`src/rtl/core/kra_pkg.sv`:
```
`timescale 1ns / 1ps
// ----------------------------------------------------------------------------
// kra_pkg: shared types and constants for the keyboard report aggregator
// Opcodes, result kinds, report field widths and the command and status
// bundles between controller and datapath.
// ----------------------------------------------------------------------------
package kra_pkg;

   localparam int KEY_W      = 8;
   localparam int MASK_W     = 8;
   localparam int COUNT_W    = 8;
   localparam int OPCODE_W   = 3;
   localparam int OUT_SLOTS  = 6;
   localparam int REQ_DATA_W = 24;
   localparam int RSP_DATA_W = 64;

   typedef enum logic [OPCODE_W-1:0] {
      OP_KEY_PRESS   = 3'd0,
      OP_KEY_RELEASE = 3'd1,
      OP_MOD_PRESS   = 3'd2,
      OP_MOD_RELEASE = 3'd3,
      OP_SEND        = 3'd4,
      OP_QUERY       = 3'd5
   } opcode_type;

   localparam logic KIND_REPORT = 1'b0;
   localparam logic KIND_QUERY  = 1'b1;

   typedef enum logic [1:0] {
      OUT_SENT  = 2'd0,
      OUT_HELD  = 2'd1,
      OUT_QUERY = 2'd2
   } out_sel_type;

   typedef struct packed {
      logic        accept;
      logic        rd_key;
      logic        upd_key;
      logic        upd_mod;
      logic        commit_sent;
      logic        load_out;
      out_sel_type out_sel;
      logic        out_last;
   } cmd_type;

   typedef struct packed {
      logic [OPCODE_W-1:0] opcode;
      logic                key_ok;
      logic                changed;
      logic                both_added;
      logic                report_enable;
      logic                out_free;
   } sts_type;

endpackage

```
`src/rtl/core/kra_ram.sv`:
```
`timescale 1ns / 1ps
// ----------------------------------------------------------------------------
// kra_ram: generic single-write, single-read RAM
// One write port and one read port with registered read data.
// ----------------------------------------------------------------------------
module kra_ram #(
   parameter int WIDTH = 8,
   parameter int DEPTH = 256
) (
   input  logic                     clock,
   input  logic                     wr_en,
   input  logic [$clog2(DEPTH)-1:0] wr_addr,
   input  logic [WIDTH-1:0]         wr_data,
   input  logic                     rd_en,
   input  logic [$clog2(DEPTH)-1:0] rd_addr,
   output logic [WIDTH-1:0]         rd_data
);

   logic [WIDTH-1:0] mem_ff [DEPTH];
   logic [WIDTH-1:0] rd_data_ff;

   always_ff @(posedge clock) begin
      if (wr_en) begin
         mem_ff[wr_addr] <= wr_data;
      end
      if (rd_en) begin
         rd_data_ff <= mem_ff[rd_addr];
      end
   end

   assign rd_data = rd_data_ff;

endmodule

```
`src/rtl/core/kra_datapath.sv`:
```
`timescale 1ns / 1ps
// ----------------------------------------------------------------------------
// kra_datapath: counters, key table and report register
// Holds the item register, key count RAM with valid bits, held and sent key
// tables, modifier counters, the enable register and the result register.
// ----------------------------------------------------------------------------
module kra_datapath #(
   parameter int KEY_SLOTS     = 6,
   parameter int KEY_CODES     = 256,
   parameter int MODIFIER_BITS = 8
) (
   input  logic                             clock,
   input  logic                             reset,
   input  logic [kra_pkg::REQ_DATA_W-1:0]   req_tdata,
   input  logic                             csr_valid,
   input  logic                             csr_wdata,
   output logic                             csr_ready,
   input  logic                             rsp_tready,
   output logic                             rsp_tvalid,
   output logic [kra_pkg::RSP_DATA_W-1:0]   rsp_tdata,
   output logic                             rsp_tuser,
   output logic                             rsp_tlast,
   input  kra_pkg::cmd_type                 cmd,
   output kra_pkg::sts_type                 sts
);

   import kra_pkg::*;

   localparam int CODE_AW = $clog2(KEY_CODES);
   localparam int SLOT_IW = (KEY_SLOTS > 1) ? $clog2(KEY_SLOTS) : 1;

   logic [OPCODE_W-1:0] op_ff;
   logic [KEY_W-1:0]    code_ff;
   logic [MASK_W-1:0]   mask_ff;
   logic                report_enable_ff;

   logic [KEY_CODES-1:0] key_vld_ff;
   logic                 vld_rd_ff;
   logic [COUNT_W-1:0]   ram_rdata;
   logic [COUNT_W-1:0]   count_old;
   logic [COUNT_W-1:0]   count_new;
   logic [CODE_AW-1:0]   key_addr;
   logic                 key_ok;
   logic                 is_press;

   logic [KEY_SLOTS-1:0][KEY_W-1:0] held_ff, held_in;
   logic [KEY_SLOTS-1:0][KEY_W-1:0] sent_ff;
   logic [MASK_W-1:0]               sent_mods_ff;
   logic [KEY_SLOTS-1:0][KEY_W-1:0] press_tbl, release_tbl, press_shift, release_shift;
   logic [(KEY_SLOTS+1)*KEY_W-1:0]  press_cat, release_cat;
   logic                            has_free, found;
   logic [SLOT_IW-1:0]              free_idx, match_idx;

   logic [COUNT_W-1:0] mod_cnt_ff [MODIFIER_BITS];
   logic [COUNT_W-1:0] mod_cnt_in [MODIFIER_BITS];
   logic [MASK_W-1:0]  cur_mods;

   logic keys_changed, keys_added, mods_added;

   logic                                  rsp_vld_ff, rsp_vld_in;
   logic [RSP_DATA_W-1:0]                 rsp_data_ff, rsp_data_in;
   logic                                  rsp_kind_ff, rsp_kind_in;
   logic                                  rsp_last_ff;
   logic [KEY_SLOTS-1:0][KEY_W-1:0]       out_tbl;
   logic [(KEY_SLOTS+OUT_SLOTS)*KEY_W-1:0] out_pad;
   logic [OUT_SLOTS*KEY_W-1:0]            out_slots;
   logic [MASK_W-1:0]                     out_mods;
   logic                                  out_held;

   // item register and enable register
   always_ff @(posedge clock) begin
      if (cmd.accept) begin
         op_ff   <= req_tdata[OPCODE_W-1:0];
         code_ff <= req_tdata[OPCODE_W+KEY_W-1:OPCODE_W];
         mask_ff <= req_tdata[OPCODE_W+KEY_W+MASK_W-1:OPCODE_W+KEY_W];
      end
   end

   always_ff @(posedge clock) begin
      if (reset) begin
         report_enable_ff <= 1'b1;
      end else if (csr_valid) begin
         report_enable_ff <= csr_wdata;
      end
   end

   assign csr_ready = 1'b1;

   // key count store
   assign key_ok   = ({1'b0, code_ff} < (KEY_W+1)'(KEY_CODES));
   assign key_addr = code_ff[CODE_AW-1:0];
   assign is_press = (op_ff == OP_KEY_PRESS);

   kra_ram #(
      .WIDTH (COUNT_W),
      .DEPTH (KEY_CODES)
   ) u_count_ram (
      .clock   (clock),
      .wr_en   (cmd.upd_key),
      .wr_addr (key_addr),
      .wr_data (count_new),
      .rd_en   (cmd.rd_key),
      .rd_addr (key_addr),
      .rd_data (ram_rdata)
   );

   always_ff @(posedge clock) begin
      if (reset) begin
         key_vld_ff <= '0;
      end else if (cmd.upd_key) begin
         key_vld_ff[key_addr] <= 1'b1;
      end
   end

   always_ff @(posedge clock) begin
      if (cmd.rd_key) begin
         vld_rd_ff <= key_vld_ff[key_addr];
      end
   end

   assign count_old = vld_rd_ff ? ram_rdata : '0;
   assign count_new = is_press ? count_old + COUNT_W'(1) : count_old - COUNT_W'(1);

   // held key table
   always_comb begin
      has_free  = 1'b0;
      free_idx  = '0;
      found     = 1'b0;
      match_idx = '0;
      for (int i = KEY_SLOTS - 1; i >= 0; i--) begin
         if (held_ff[i] == '0) begin
            has_free = 1'b1;
            free_idx = SLOT_IW'(i);
         end
         if (held_ff[i] == code_ff) begin
            found     = 1'b1;
            match_idx = SLOT_IW'(i);
         end
      end
   end

   assign press_cat     = {code_ff, held_ff};
   assign release_cat   = {{KEY_W{1'b0}}, held_ff};
   assign press_shift   = press_cat[(KEY_SLOTS+1)*KEY_W-1:KEY_W];
   assign release_shift = release_cat[(KEY_SLOTS+1)*KEY_W-1:KEY_W];

   always_comb begin
      for (int i = 0; i < KEY_SLOTS; i++) begin
         if (has_free) begin
            press_tbl[i] = (SLOT_IW'(i) == free_idx) ? code_ff : held_ff[i];
         end else begin
            press_tbl[i] = press_shift[i];
         end
         release_tbl[i] = (SLOT_IW'(i) < match_idx) ? held_ff[i] : release_shift[i];
      end
   end

   always_comb begin
      held_in = held_ff;
      if (cmd.upd_key && code_ff != '0) begin
         if (is_press && !found) begin
            held_in = press_tbl;
         end else if (!is_press && found && count_new == '0) begin
            held_in = release_tbl;
         end
      end
   end

   always_ff @(posedge clock) begin
      if (reset) begin
         held_ff      <= '0;
         sent_ff      <= '0;
         sent_mods_ff <= '0;
      end else begin
         held_ff <= held_in;
         if (cmd.commit_sent) begin
            sent_ff      <= held_ff;
            sent_mods_ff <= cur_mods;
         end
      end
   end

   // modifier counters
   always_comb begin
      cur_mods = '0;
      for (int i = 0; i < MODIFIER_BITS; i++) begin
         cur_mods[i] = |mod_cnt_ff[i];
         mod_cnt_in[i] = mod_cnt_ff[i];
         if (cmd.upd_mod && mask_ff[i]) begin
            mod_cnt_in[i] = (op_ff == OP_MOD_PRESS) ? mod_cnt_ff[i] + COUNT_W'(1)
                                                    : mod_cnt_ff[i] - COUNT_W'(1);
         end
      end
   end

   always_ff @(posedge clock) begin
      for (int i = 0; i < MODIFIER_BITS; i++) begin
         if (reset) begin
            mod_cnt_ff[i] <= '0;
         end else begin
            mod_cnt_ff[i] <= mod_cnt_in[i];
         end
      end
   end

   // report comparison
   always_comb begin
      keys_added = 1'b0;
      for (int i = 0; i < KEY_SLOTS; i++) begin
         logic hit;
         hit = 1'b0;
         for (int j = 0; j < KEY_SLOTS; j++) begin
            hit = hit | (sent_ff[j] == held_ff[i]);
         end
         keys_added = keys_added | ((held_ff[i] != '0) && !hit);
      end
   end

   assign keys_changed = (held_ff != sent_ff);
   assign mods_added   = |(cur_mods & ~sent_mods_ff);

   // result register
   always_comb begin
      out_tbl     = held_ff;
      out_mods    = cur_mods;
      out_held    = 1'b0;
      rsp_kind_in = KIND_REPORT;
      case (cmd.out_sel)
         OUT_SENT: begin
            out_tbl = sent_ff;
         end
         OUT_HELD: begin
            out_tbl = held_ff;
         end
         OUT_QUERY: begin
            out_tbl     = '0;
            out_mods    = '0;
            out_held    = |cur_mods;
            rsp_kind_in = KIND_QUERY;
         end
         default: begin
            out_tbl = held_ff;
         end
      endcase
   end

   assign out_pad     = {{(OUT_SLOTS*KEY_W){1'b0}}, out_tbl};
   assign out_slots   = out_pad[OUT_SLOTS*KEY_W-1:0];
   assign rsp_data_in = {{(RSP_DATA_W-MASK_W-OUT_SLOTS*KEY_W-1){1'b0}},
                         out_held, out_slots, out_mods};
   assign rsp_vld_in  = cmd.load_out | (rsp_vld_ff & ~rsp_tready);

   always_ff @(posedge clock) begin
      if (reset) begin
         rsp_vld_ff <= 1'b0;
      end else begin
         rsp_vld_ff <= rsp_vld_in;
      end
   end

   always_ff @(posedge clock) begin
      if (cmd.load_out) begin
         rsp_data_ff <= rsp_data_in;
         rsp_kind_ff <= rsp_kind_in;
         rsp_last_ff <= cmd.out_last;
      end
   end

   assign rsp_tvalid = rsp_vld_ff;
   assign rsp_tdata  = rsp_data_ff;
   assign rsp_tuser  = rsp_kind_ff;
   assign rsp_tlast  = rsp_last_ff;

   assign sts.opcode        = op_ff;
   assign sts.key_ok        = key_ok;
   assign sts.changed       = keys_changed | (cur_mods != sent_mods_ff);
   assign sts.both_added    = keys_added & mods_added;
   assign sts.report_enable = report_enable_ff;
   assign sts.out_free      = ~rsp_vld_ff | rsp_tready;

   a_load_sets_valid: assert property (@(posedge clock) disable iff (reset)
      cmd.load_out |=> rsp_vld_ff)
      else $error("result register not valid after load");

   a_press_in_table: assert property (@(posedge clock) disable iff (reset)
      (cmd.upd_key && is_press && code_ff != '0) |=> found)
      else $error("pressed key missing from held table");

   a_commit_copies: assert property (@(posedge clock) disable iff (reset)
      cmd.commit_sent |=> (sent_ff == $past(held_ff)) && (sent_mods_ff == $past(cur_mods)))
      else $error("sent copy does not match current report");

endmodule

```
`src/rtl/core/kra_ctrl.sv`:
```
`timescale 1ns / 1ps
// ----------------------------------------------------------------------------
// kra_ctrl: controller for the keyboard report aggregator
// Accepts one transaction at a time, sequences the count read-modify-write
// and the emission of zero, one or two results.
// ----------------------------------------------------------------------------
module kra_ctrl (
   input  logic             clock,
   input  logic             reset,
   input  logic             req_tvalid,
   output logic             req_tready,
   input  kra_pkg::sts_type sts,
   output kra_pkg::cmd_type cmd
);

   import kra_pkg::*;

   typedef enum logic [5:0] {
      ST_IDLE       = 6'b000001,
      ST_DISPATCH   = 6'b000010,
      ST_KEY_UPD    = 6'b000100,
      ST_EMIT_FIRST = 6'b001000,
      ST_EMIT_LAST  = 6'b010000,
      ST_EMIT_QUERY = 6'b100000
   } state_type;

   state_type state_ff, state_in;

   assign req_tready = (state_ff == ST_IDLE);

   always_comb begin
      state_in        = state_ff;
      cmd             = '0;
      cmd.out_sel     = OUT_HELD;
      cmd.accept      = req_tvalid & req_tready;
      case (state_ff)
         ST_IDLE: begin
            if (req_tvalid) begin
               state_in = ST_DISPATCH;
            end
         end
         ST_DISPATCH: begin
            state_in = ST_IDLE;
            case (sts.opcode)
               OP_KEY_PRESS, OP_KEY_RELEASE: begin
                  if (sts.key_ok) begin
                     cmd.rd_key = 1'b1;
                     state_in   = ST_KEY_UPD;
                  end
               end
               OP_MOD_PRESS, OP_MOD_RELEASE: begin
                  cmd.upd_mod = 1'b1;
               end
               OP_SEND: begin
                  if (sts.changed) begin
                     if (!sts.report_enable) begin
                        cmd.commit_sent = 1'b1;
                     end else if (sts.both_added) begin
                        state_in = ST_EMIT_FIRST;
                     end else begin
                        state_in = ST_EMIT_LAST;
                     end
                  end
               end
               OP_QUERY: begin
                  state_in = ST_EMIT_QUERY;
               end
               default: begin
                  state_in = ST_IDLE;
               end
            endcase
         end
         ST_KEY_UPD: begin
            cmd.upd_key = 1'b1;
            state_in    = ST_IDLE;
         end
         ST_EMIT_FIRST: begin
            if (sts.out_free) begin
               cmd.load_out = 1'b1;
               cmd.out_sel  = OUT_SENT;
               state_in     = ST_EMIT_LAST;
            end
         end
         ST_EMIT_LAST: begin
            if (sts.out_free) begin
               cmd.load_out    = 1'b1;
               cmd.out_sel     = OUT_HELD;
               cmd.out_last    = 1'b1;
               cmd.commit_sent = 1'b1;
               state_in        = ST_IDLE;
            end
         end
         ST_EMIT_QUERY: begin
            if (sts.out_free) begin
               cmd.load_out = 1'b1;
               cmd.out_sel  = OUT_QUERY;
               cmd.out_last = 1'b1;
               state_in     = ST_IDLE;
            end
         end
         default: begin
            state_in = ST_IDLE;
         end
      endcase
   end

   always_ff @(posedge clock) begin
      if (reset) begin
         state_ff <= ST_IDLE;
      end else begin
         state_ff <= state_in;
      end
   end

   a_load_when_free: assert property (@(posedge clock) disable iff (reset)
      cmd.load_out |-> sts.out_free)
      else $error("result register overwritten");

   a_read_then_write: assert property (@(posedge clock) disable iff (reset)
      cmd.rd_key |=> cmd.upd_key)
      else $error("count read not followed by write");

   a_first_then_last: assert property (@(posedge clock) disable iff (reset)
      (cmd.load_out && !cmd.out_last) |=> (state_ff == ST_EMIT_LAST))
      else $error("first report not followed by final report");

endmodule

```
`src/rtl/core/keyboard_report_aggregator_top.sv`:
```
`timescale 1ns / 1ps
// ----------------------------------------------------------------------------
// keyboard_report_aggregator_top: six-key rollover keyboard report builder
// Counts key and modifier presses, keeps the held key table and emits
// keyboard reports on change and modifier status answers on request.
//
// Channel   Direction  Handshake                 Payload
// req_      in         req_tvalid / req_tready   req_tdata (opcode, key, mask)
// rsp_      out        rsp_tvalid / rsp_tready   rsp_tdata, rsp_tuser, rsp_tlast
// csr_      in         csr_valid / csr_ready     csr_wdata (report enable)
//
// Key press/release: dispatch, then key update (count RAM read, write-back).
// Modifier press/release and idle opcodes: dispatch only. Send and query:
// dispatch, then any emit states, which wait on the result register; it holds
// one result. Reset clears all key counts at once through per-code valid bits.
// A stalled result blocks only items that produce results and those behind.
// ----------------------------------------------------------------------------
module keyboard_report_aggregator_top #(
   parameter int KEY_SLOTS     = 6,
   parameter int KEY_CODES     = 256,
   parameter int MODIFIER_BITS = 8
) (
   input  logic                           clock,
   input  logic                           reset,
   input  logic                           req_tvalid,
   output logic                           req_tready,
   // [2:0] opcode, [10:3] key_code, [18:11] modifier_mask, [23:19] zero
   input  logic [kra_pkg::REQ_DATA_W-1:0] req_tdata,
   output logic                           rsp_tvalid,
   input  logic                           rsp_tready,
   // [7:0] modifier_byte, [15:8] key_slot0 .. [55:48] key_slot5,
   // [56] modifiers_held, [63:57] zero
   output logic [kra_pkg::RSP_DATA_W-1:0] rsp_tdata,
   // [0] result_kind
   output logic                           rsp_tuser,
   output logic                           rsp_tlast,
   input  logic                           csr_valid,
   output logic                           csr_ready,
   input  logic                           csr_wdata
);

   import kra_pkg::*;

   cmd_type cmd;
   sts_type sts;

   kra_ctrl u_ctrl (
      .clock      (clock),
      .reset      (reset),
      .req_tvalid (req_tvalid),
      .req_tready (req_tready),
      .sts        (sts),
      .cmd        (cmd)
   );

   kra_datapath #(
      .KEY_SLOTS     (KEY_SLOTS),
      .KEY_CODES     (KEY_CODES),
      .MODIFIER_BITS (MODIFIER_BITS)
   ) u_datapath (
      .clock      (clock),
      .reset      (reset),
      .req_tdata  (req_tdata),
      .csr_valid  (csr_valid),
      .csr_wdata  (csr_wdata),
      .csr_ready  (csr_ready),
      .rsp_tready (rsp_tready),
      .rsp_tvalid (rsp_tvalid),
      .rsp_tdata  (rsp_tdata),
      .rsp_tuser  (rsp_tuser),
      .rsp_tlast  (rsp_tlast),
      .cmd        (cmd),
      .sts        (sts)
   );

endmodule

```
`config.mk`:
```
export PLATFORM = sky130hd
export DESIGN_NAME = keyboard_report_aggregator_top
export DESIGN_NICKNAME = d
export VERILOG_FILES = /design/src/rtl/core/kra_pkg.sv /design/src/rtl/core/kra_ram.sv /design/src/rtl/core/kra_datapath.sv /design/src/rtl/core/kra_ctrl.sv /design/src/rtl/core/keyboard_report_aggregator_top.sv
export SDC_FILE = /design/constraint.sdc
export NUM_CORES = 2
export LEC_CHECK = 0
export BUFFER_PORTS_ARGS = -buffer_cell sky130_fd_sc_hd__buf_4
export CORE_MARGIN = 1.5
export CORE_UTILIZATION = 31
export CTS_BUF_LIST = sky130_fd_sc_hd__clkbuf_2
export DETAILED_ROUTE_END_ITERATION = 8
export RECOVER_POWER = 50
export SYNTH_ARGS = -nofsm -noshare
export SYNTH_HDL_FRONTEND = slang
export SYNTH_SLANG_ARGS = --single-unit
export TNS_END_PERCENT = 20
```
`constraint.sdc`:
```
create_clock -name clock -period 28.1 [get_ports clock]
set_input_delay 2.81 -clock clock [delete_from_list [all_inputs] [get_ports clock]]
set_output_delay 2.81 -clock clock [all_outputs]
set_load 0.03 [all_outputs]
```
==> results by group <==
Detailed routing
  – First-pass DRT Iterations: 5
  – DRC: 0
  – Via/cell ratio: 5.062
  – Vias post-DR: 58788
  – Starting DRC count in detailed routing: 5823
  – DRT antenna net count: 0
  – Drt total wl: 272000 um
  – Wire per inst: 23.42 um

Cells and area
  – Area of the multi-input gates: 30450 um^2
  – Fillers: 32180
  – End-of-flow core utilization: 0.3451
  – Share of post-route cells with drive strength above 1: 0.2729
  – FF+latch area: 72760 um^2
  – Final instance area: 116400 um^2
  – Commonest non-fill, non-tap cell in the layout: edfxtp_1
  – Area Overhead vs Synth: 10.67%
  – Most frequent cells in the layout: 2135 x edfxtp_1, 961 x nor2_1, 955 x clkbuf_2
  – Nets: 6683

Hold path
  – Hold endpoint: u_datapath.held_ff[44]$_SDFFE_PP0P_
  – Worst hold stages: 2
  – Hold WC Path Type: register to register
  – Worst hold start: u_datapath.held_ff[44]$_SDFFE_PP0P_

Clock network
  – Post-CTS setup buffer count: 0
  – Max clock buf depth: 4
  – Clock-pin slew of the registers on the worst-case setup and hold paths: 0.10 ns
  – H-tree depth reported by CTS: 6
  – CTS Buf Count: 622
  – Post-cts sizing count: 0
  – Post-cts hold buffer count: 0
  – Clk sink count: 2567
  – Root buffer selected by CTS: clkbuf_2
  – CTS tree: done
  – Clk_lat worst skew: 1.82 ns

Setup path
  – FF-to-FF Start: u_datapath.vld_rd_ff$_DFFE_PP_
  – CP arrival: 15.71 ns
  – R2r endpoint: u_datapath.u_count_ram.mem_ff[52][2]$_DFFE_PP_
  – WP buf/inv: 2
  – Crit path cell chain: nand2_1 -> inv_1 -> fa_1 -> xor2_1 -> clkbuf_1
  – CP Max Fanout: 224
  – Crit path kind: register to register
  – Critical Path Max Stage Delay: 7.72 ns
  – Req. time, crit path: 27.97 ns
  – Kind of cell adding the most delay to the critical path: buffers and inverters
  – Path depth of the worst reg2reg path: 5
  – Crit end category: register
  – Worst setup SP type: register
  – Crit path max-delay cell type: clkbuf_1
  – R2R Setup Slk: 12.26 ns

STA
  – Final Max Tran Viols: 2065
  – Setup TNS: 0 ns
  – Crit share post-route: 0.5638
  – Final Hold Vio Count: 0
  – Max Clk Rate: 0.06312 GHz
  – Crit path time final: 15.84 ns
  – Worst-Margin Slew: 10.92 ns
  – Clock Skews: 0.2034 ns
  – Final setup viols: 0
  – Final Worst Setup Slack: 12.26 ns
  – RSZ-0062 raised after global routing: no
  – Rel. slew slack: -6.277

Synth
  – Yosys warnings: 0
  – Top cell type's share of synthesized area: 0.6098
  – Yosys reg bits: 2567
  – Post-synth ARST share: 0
  – Largest area contributor in the netlist: edfxtp_1
  – Cell count after synthesis: 6187
  – EDFF count, synth: 2135
  – Syn avg cell area: 16.99 um^2
  – Top FF cell, synth: edfxtp_1
  – Distinct cells, synth: 71
  – Top post-synthesis cells by area: edfxtp_1 61%, mux4_2 15%, dfxtp_1 8.2%
  – Mapped Area: 105100 um^2
  – Sequential area share after synthesis: 0.6920

Floorplanning
  – Initial Util: 0.3119
  – Die X-Extent: 585.4 um
  – Core area: 337100 um^2
  – Die area: 342700 um^2
  – Die span in y: 585.4 um
  – I/O pins: 99
  – Rows: 213

GRT
  – First-pass GRT wire length: 396600 um
  – Largest net degree at the start of global routing: 225
  – Initial antenna violation count: 16
  – Total track usage: 0.1552
  – Vias in the first global route: 59310
  – Total congestion overflow: 0

Outcome
  – Failing checks: capacitance limit, slew limit
  – Outcome: finished, violations left

Placed design
  – RD Place Congestion: 0.8333
  – Pre-CTS WS: 20.42 ns
  – I/O Buffers: 85
  – DP Wirelength: 155800 um
  – Cell Area, Placed: 110700 um^2

Power and ir drop
  – Worst VDD drop: 0.00003196 V
  – Total power draw: 7.476 mW
  – P per Cell Area: 64.25 nW/um^2
  – Static leakage: 39.02 nW

Flow run
  – Max Cap Violations: 27
[cells in the mapped netlist, drive strengths merged, types with 9 or more instances]
cell type	instances
edfxtp	2135
nor2	967
mux4	713
dfxtp	432
nand2	248
xor2	228
buf	221
clkbuf	212
xnor2	173
a21oi	142
nor4	76
mux2i	68
ha	63
o21ai	57
a22oi	45
nand4	40
a21o	32
nand3	32
inv	26
a311oi	24
nor3	21
a211oi	19
a21boi	18
o22ai	17
nor2b	16
o211ai	16
a221oi	14
a22o	13
and2	11
or3	11
or4	11
fa	9
[worst register-to-register path: cells and delay by family, from the launching register on]
| family | cells | cell delay, ns |
|---|---|---|
| and+or+nand+nor | 1 | 2.64 |
| adders and majority gates | 1 | 0.61 |
| buffers and inverters | 2 | 8.11 |
| xor gates and xnor gates | 1 | 1.97 |
| DFF | 1 | 0.51 |
[routing by layer]
layer,GRT usage,part of all wire,vias to the layer above
met5,0,0.00023,-
met4,0.04750,0.025,10
met3,0.03356,0.080,503
met2,0.2447,0.47,2559
met1,0.2143,0.42,30517
li1,-,-,25199
[flip-flops by register name, indices dropped and copies added, names as in the netlist, 3 cells and up]
signal	count
u_datapath.sent_mods_ff	8
u_ctrl.state_ff	6
u_datapath.rsp_tdata	57
u_datapath.mod_cnt_ff	64
u_datapath.sent_ff	48
u_datapath.u_count_ram.rd_data	8
u_datapath.code_ff	8
u_datapath.key_vld_ff	256
u_datapath.u_count_ram.mem_ff	2048
u_datapath.held_ff	48
u_datapath.op_ff	3
u_datapath.mask_ff	8
[power breakdown]
group | switching (mW) | internal [mW]
sequential | 0.00705 | 4.24
combinational | 0.447 | 0.235
clock | 1.53 | 1.02
total | 1.98 | 5.49
[area by class of cell]
class	instances	share of cell area
diodes	8	0.0001721
clock buffers	955	0.04108
clock inverters	179	0.009614
inverters	28	0.0009248
multi-input cells	3165	0.2617
flip-flops and latches	2567	0.6253
well taps	4515	0.04855
repair buffers	197	0.01264
[worst max path at each step]
stage	startpoint	end	slack [ns]	cells after the start
after floorplan	u_datapath.vld_rd_ff$_DFFE_PP_	u_datapath.held_ff[10]$_SDFFE_PP0P_	14.68	12
after global placement	u_datapath.code_ff[0]$_DFFE_PP_	u_datapath.u_count_ram.rd_data[6]$_DFFE_PP_	20.47	12
after detailed placement	u_datapath.code_ff[0]$_DFFE_PP_	u_datapath.u_count_ram.rd_data[6]$_DFFE_PP_	20.42	12
after CTS	u_datapath.code_ff[0]$_DFFE_PP_	u_datapath.u_count_ram.rd_data[6]$_DFFE_PP_	20.49	12
after global routing	u_datapath.vld_rd_ff$_DFFE_PP_	u_datapath.u_count_ram.mem_ff[52][2]$_DFFE_PP_	10.94	5
final	u_datapath.vld_rd_ff$_DFFE_PP_	u_datapath.u_count_ram.mem_ff[52][2]$_DFFE_PP_	12.26	5
[stage by stage]
step                      hold slack [ns]  std cells
after global routing               0.4873      11612
final                              0.4696      11614
after detailed placement           0.4547      10472
after global placement             0.4432      10472
after CTS                          0.4714      11606
after floorplan                    0.4348       6193
[logic make-up (layout without fill, tap and decap cells)]
logic type,count (synthesis),in the layout,share of synthesized area
AOI/OAI and AO/OA,447,447,0.02863
adders and majority gates,72,72,0.009211
muxes,781,781,0.1592
xor gates and xnor gates,401,401,0.03340
other,2,16,0.00007143
and+or+nand+nor,1456,1456,0.05765
buffers and inverters,461,1359,0.01979
DFF,2567,2567,0.6920
No activity file was read; power rests on OpenSTA's default activity.
